$ cat src/hw/rtl/catan_pkg.sv
package catan_pkg;

    localparam int ITERATIONS = 24;
    localparam int TABLE_SIZE = 30;

    // The table holds 30 entries, so at most 30 micro-rotations are built.
    localparam int NUM_STAGES = (ITERATIONS < TABLE_SIZE) ? ITERATIONS : TABLE_SIZE;
    localparam int SHIFT_W = (NUM_STAGES > 1) ? $clog2(NUM_STAGES) : 1;

    localparam int VALUE_W = 32;
    localparam int ANGLE_W = 32;
    localparam int WORD_W  = 48;

    // Fraction bits of the Q17.30 working words and of the Q16.16 input.
    localparam int WORD_FRAC  = 30;
    localparam int VALUE_FRAC = 16;

    typedef logic signed [ANGLE_W-1:0] angle_t;

    typedef struct packed {
        logic signed [WORD_W-1:0]  re;
        logic signed [WORD_W-1:0]  im;
        logic signed [ANGLE_W-1:0] ang;
    } catan_vec_t;

    // atan(2^-k) in Q2.29, rounded to nearest.
    localparam angle_t ATAN_TABLE [TABLE_SIZE] = '{
        32'sd421657428, 32'sd248918915, 32'sd131521918, 32'sd66762579, 32'sd33510843,
        32'sd16771758,  32'sd8387925,   32'sd4194219,   32'sd2097141,  32'sd1048575,
        32'sd524288,    32'sd262144,    32'sd131072,    32'sd65536,    32'sd32768,
        32'sd16384,     32'sd8192,      32'sd4096,      32'sd2048,     32'sd1024,
        32'sd512,       32'sd256,       32'sd128,       32'sd64,       32'sd32,
        32'sd16,        32'sd8,         32'sd4,         32'sd2,        32'sd1
    };

    function automatic angle_t atan_entry(input logic [SHIFT_W-1:0] idx);
        atan_entry = ATAN_TABLE[idx];
    endfunction

endpackage

$ cat src/hw/rtl/catan_stage.sv
module catan_stage (
    input  logic                              clk,
    input  logic                              rst_n,
    input  logic [catan_pkg::SHIFT_W-1:0]     shift_amt,
    input  logic                              up_valid,
    output logic                              up_ready,
    input  catan_pkg::catan_vec_t             up_data,
    output logic                              dn_valid,
    input  logic                              dn_ready,
    output catan_pkg::catan_vec_t             dn_data
);

    logic                              valid_reg;
    logic                              valid_next;
    catan_pkg::catan_vec_t             data_reg;
    catan_pkg::catan_vec_t             data_next;
    logic signed [catan_pkg::WORD_W-1:0]  re_shr;
    logic signed [catan_pkg::WORD_W-1:0]  im_shr;
    catan_pkg::angle_t                 atan_k;

    // The stage takes a new item whenever it is empty or its item leaves now.
    assign up_ready = !valid_reg || dn_ready;

    assign re_shr = up_data.re >>> shift_amt;
    assign im_shr = up_data.im >>> shift_amt;
    assign atan_k = catan_pkg::atan_entry(shift_amt);

    always_comb
    begin
        // A zero imaginary part counts as non-negative.
        if (up_data.im[catan_pkg::WORD_W-1])
        begin
            data_next.re  = up_data.re - im_shr;
            data_next.im  = up_data.im + re_shr;
            data_next.ang = up_data.ang - atan_k;
        end
        else
        begin
            data_next.re  = up_data.re + im_shr;
            data_next.im  = up_data.im - re_shr;
            data_next.ang = up_data.ang + atan_k;
        end
    end

    assign valid_next = up_ready ? up_valid : valid_reg;

    always_ff @(posedge clk or negedge rst_n)
    begin
        if (!rst_n)
        begin
            valid_reg <= 1'b0;
        end
        else
        begin
            valid_reg <= valid_next;
        end
    end

    always_ff @(posedge clk)
    begin
        if (up_ready && up_valid)
        begin
            data_reg <= data_next;
        end
    end

    assign dn_valid = valid_reg;
    assign dn_data  = data_reg;

endmodule

$ cat config.mk
export PLATFORM = sky130hd
export DESIGN_NAME = catan_stage
export DESIGN_NICKNAME = d
export VERILOG_FILES = /design/src/hw/rtl/catan_pkg.sv /design/src/hw/rtl/catan_stage.sv
export SDC_FILE = /design/constraint.sdc
export NUM_CORES = 1
export LEC_CHECK = 0
export BUFFER_PORTS_ARGS = -buffer_cell sky130_fd_sc_hd__buf_2
export CAP_MARGIN = 20
export CORE_MARGIN = 1.5
export CORE_UTILIZATION = 55
export DETAILED_ROUTE_END_ITERATION = 10
export PLACE_DENSITY = 0.81
export SLEW_MARGIN = 25
export SYNTH_ARGS = -nofsm -noshare
export SYNTH_HDL_FRONTEND = slang
export SYNTH_SLANG_ARGS = --single-unit
$ cat constraint.sdc
create_clock -name clk -period 12.6 [get_ports clk]
set_clock_uncertainty 0.15 [all_clocks]
set_input_delay 1.26 -clock clk [delete_from_list [all_inputs] [get_ports clk]]
set_output_delay 1.26 -clock clk [all_outputs]
set_load 0.005 [all_outputs]
==> impl_metrics.yaml <==
outcome:
  status: "finished, final reports clean"
placed_design:
  hpwl_um: 73500
  place_ws_ps: 3340
  gp_congestion: 1.19
  io_buffers: 266
routing:
  num_vias: 23471
  wire_per_inst_um: 30.3
  avgViaCountPerCell: 7.28
  wirelength_um: 97800
  first_iter_violations: 3566
  detail-route-antenna-nets: 0
  first_pass_iters: 6
  drc: 0
critical_path:
  cp.arrival_ps: 9240
  cpMostUsedCell: "and3_1"
  crit_required_ps: 12690
  critPathMaxFanout: 87
  r2r-start: "dn_valid$_DFFE_PN0N_"
  cp_top_family: "compound AO/OA/AOI/OAI gates"
  cp_slowest_cell: "mux4_2"
  slowest_delay_ps: 750
  path_cells: "clkbuf_8, buf_4, mux4_2, mux2i_1, o221ai_1, a21oi_1, and3_1, and2_1, nand2_1, nor3_1, a31oi_1, xor2_1, ha_1, and3_1, and3_1, a22oi_1, o2bb2ai_1, o21ai_1, a211oi_1, o31ai_1, a2111oi_0, o21ai_0, a21oi_1, xnor3_1"
  crit_type: "in2reg"
  path_buf_inv: 2
  start_kind: "primary input"
  endpoint_kind: "flop"
  crit_start: "shift_amt[0]"
die:
  dieArea_um2: 42600
  die_x_um: 206
  boundaryPins: 267
  rows: 74
  core_area_um2: 40800
  die_y_um: 206
  start_util: 0.557
global_route:
  grt-ovfl-total: 0
  antenna_found_initial: 2
  grt_pass1_vias: 21830
  grt_pass1_wl_um: 143000
  grt_max_degree: 97
  track_usage: 0.457
timing:
  rsz0062_at_grt: "false"
  setup_viol_count_final: 0
  slew_headroom: 0.235
  hold_violations: 0
  tns_ps: 0
  postLayoutSetupSlackWorst_ps: 3450
  tightest_slew_ps: 1140
  holdWs_ps: 388
  fmax_mhz: 109
  final_max_slew_viol_count: 0
  period_needed_ps: 9150
  period_share: 0.726
logic_synthesis:
  netlist_area_um2: 22700
  synth_fa_ha_area_frac: 0.0841
  synth-async-reset-ratio: 0.00775
  synth-seq-cells: 129
  synth-compound-area-share: 0.221
  synth_ff_type: "edfxtp_1"
  avgSynthCellArea_um2: 8.99
  synth-edff-count: 128
  synth-xor-area-share: 0.0841
  syn_inst: 2528
  synthSimpleGateAreaFrac: 0.164
  yosys_warnings: 0
  synth.area.mux_share: 0.226
  synth_cell_type_count: 114
  synth_top_family_by_area: "multiplexers"
  syn-num-nets: 2816
  ys_seq_area_frac: 0.170
layout:
  layout.nets: 2966
  drive_gt1_frac: 0.226
  area_delta_synth_final_pct: 8.57
  final_util: 0.605
  fill_cells: 3558
clocking:
  htree_levels: 4
  worstSkewPairLatency_ps: 490
  clkTransAtPathRegs_ps: 70
  clockBufferDepth: 2
  clock-sinks: 129
  cts_setup_buffers: 0
  postCtsHoldBufs: 0
  cts_tree: "built"
  post_cts_resized: 0
  cts_buffers: 17
  cts_root_buf: "clkbuf_16"
job:
  drv_cap: 0
power:
  ir_drop_mv: 0.110
  p_comb_frac: 0.578
  clockPowerShare: 0.193
  power_density_nw_per_um2: 111
  p_seq_frac: 0.229
  switching_power_mw: 1.21
  switching_share: 0.441
  power.leakage_nw: 9.79
  p_int_mw: 1.54
hold_path:
  hold_class: "in2async"
[cells in the final DEF (no fill, tap or decap), types with 12 or more instances in the layout]
master     Yosys  layout
buf_2         49     260
a21oi_1      226     226
nor2_1       213     213
nand2_1      173     173
ha_1         148     148
xnor2_1      144     144
mux4_2       143     143
edfxtp_1     128     128
o21ai_0      118     117
mux2i_1      100     100
mux2_2        72      72
xor2_1        70      70
inv_1         68      67
nand3_1       51      51
a31oi_1       45      45
a21o_1        45      45
nor2b_1       44      43
nand2b_1      38      38
and2_1        37      36
nor3_1        33      33
and3_1        30      30
buf_4         18      28
o22ai_1       25      25
o21bai_1      24      24
o21a_1        23      23
a211oi_1      19      19
nand4_1       18      18
o211ai_1      17      17
or2_2         17      17
clkbuf_16      0      17
a22oi_1       15      15
nor4_1        13      13
a221o_1       12      12
o22a_1        12      12
o31ai_1       12      12
[layout make-up]
class	count	area (um2)	share of cell area
antenna	1	2.50	0.000101
clock buffer	17	425	0.0172
clock inverter	15	170	0.00689
inverter	72	270	0.0109
multi-input combinational	2167	17700	0.718
sequential	129	3870	0.157
tap	532	666	0.0270
timing repair buffer	291	1560	0.0631
[kinds of logic after synthesis]
family,count (synthesis)
AOI/OAI and AO/OA,748
and+or+nand+nor,733
muxes,319
buffers and inverters,232
xor gates and xnor gates,216
adders and majority gates,151
DFF,129
[path summary, 6_finish.rpt]
path                                     endpoint  slack (ps)  cells past startpoint
max                        dn_data[127]$_DFFE_PP_        3450                     24
max reg2reg                dn_data[102]$_DFFE_PP_        9920                      3
min in group clk             dn_valid$_DFFE_PN0N_         440                      2
min reg2reg                  dn_valid$_DFFE_PN0N_         440                      2
max in group asynchronous    dn_valid$_DFFE_PN0N_       11820                      1
min                          dn_valid$_DFFE_PN0N_         390                      1
[power by group through the flow]
stage | Clock [mW] | Combinational, mW | Sequential, mW
after floorplan | 0 | 1.04 | 0.653
after global placement | 0 | 1.50 | 0.636
after detailed placement | 0 | 1.52 | 0.639
after CTS | 0.537 | 1.54 | 0.631
after global routing | 0.551 | 1.70 | 0.640
final | 0.531 | 1.59 | 0.630
[worst register-to-register path: cells and delay by family, from the launching register on]
| kind | cells | cell delay (ps) |
|---|---|---|
| AND/OR/NAND/NOR | 2 | 890 |
| flip-flops | 1 | 390 |
| buffers and inverters | 1 | 820 |
[layer usage]
metal / global-route usage / share of wire
met1: 0.581 / 0.38
met2: 0.678 / 0.43
met3: 0.151 / 0.13
met4: 0.260 / 0.066
met5: 0 / 0.00022
[Yosys cell counts (51+ instances only)]
| cell type | count | area [um2] |
|---|---|---|
| a21oi_1 | 226 | 1130 |
| nor2_1 | 213 | 800 |
| nand2_1 | 173 | 649 |
| ha_1 | 148 | 1850 |
| xnor2_1 | 144 | 1260 |
| mux4_2 | 143 | 3220 |
| edfxtp_1 | 128 | 3840 |
| o21ai_0 | 118 | 591 |
| mux2i_1 | 100 | 1000 |
| mux2_2 | 72 | 811 |
| xor2_1 | 70 | 613 |
| inv_1 | 68 | 255 |
| clkbuf_1 | 61 | 229 |
| nand3_1 | 51 | 255 |
[registers in the layout (all words and copies together), names as in the netlist]
name      cells
dn_data     128
dn_valid      1
[through the flow]
stage                     area, um2  cells  total power [mW]
after floorplan               22700   2528              1.70
after global placement        24100   3191              2.14
after detailed placement      24100   3191              2.16
after CTS                     24700   3223              2.70
after global routing          24700   3223              2.89
final                         24700   3224              2.75
Power figures use the tool's default switching activity.
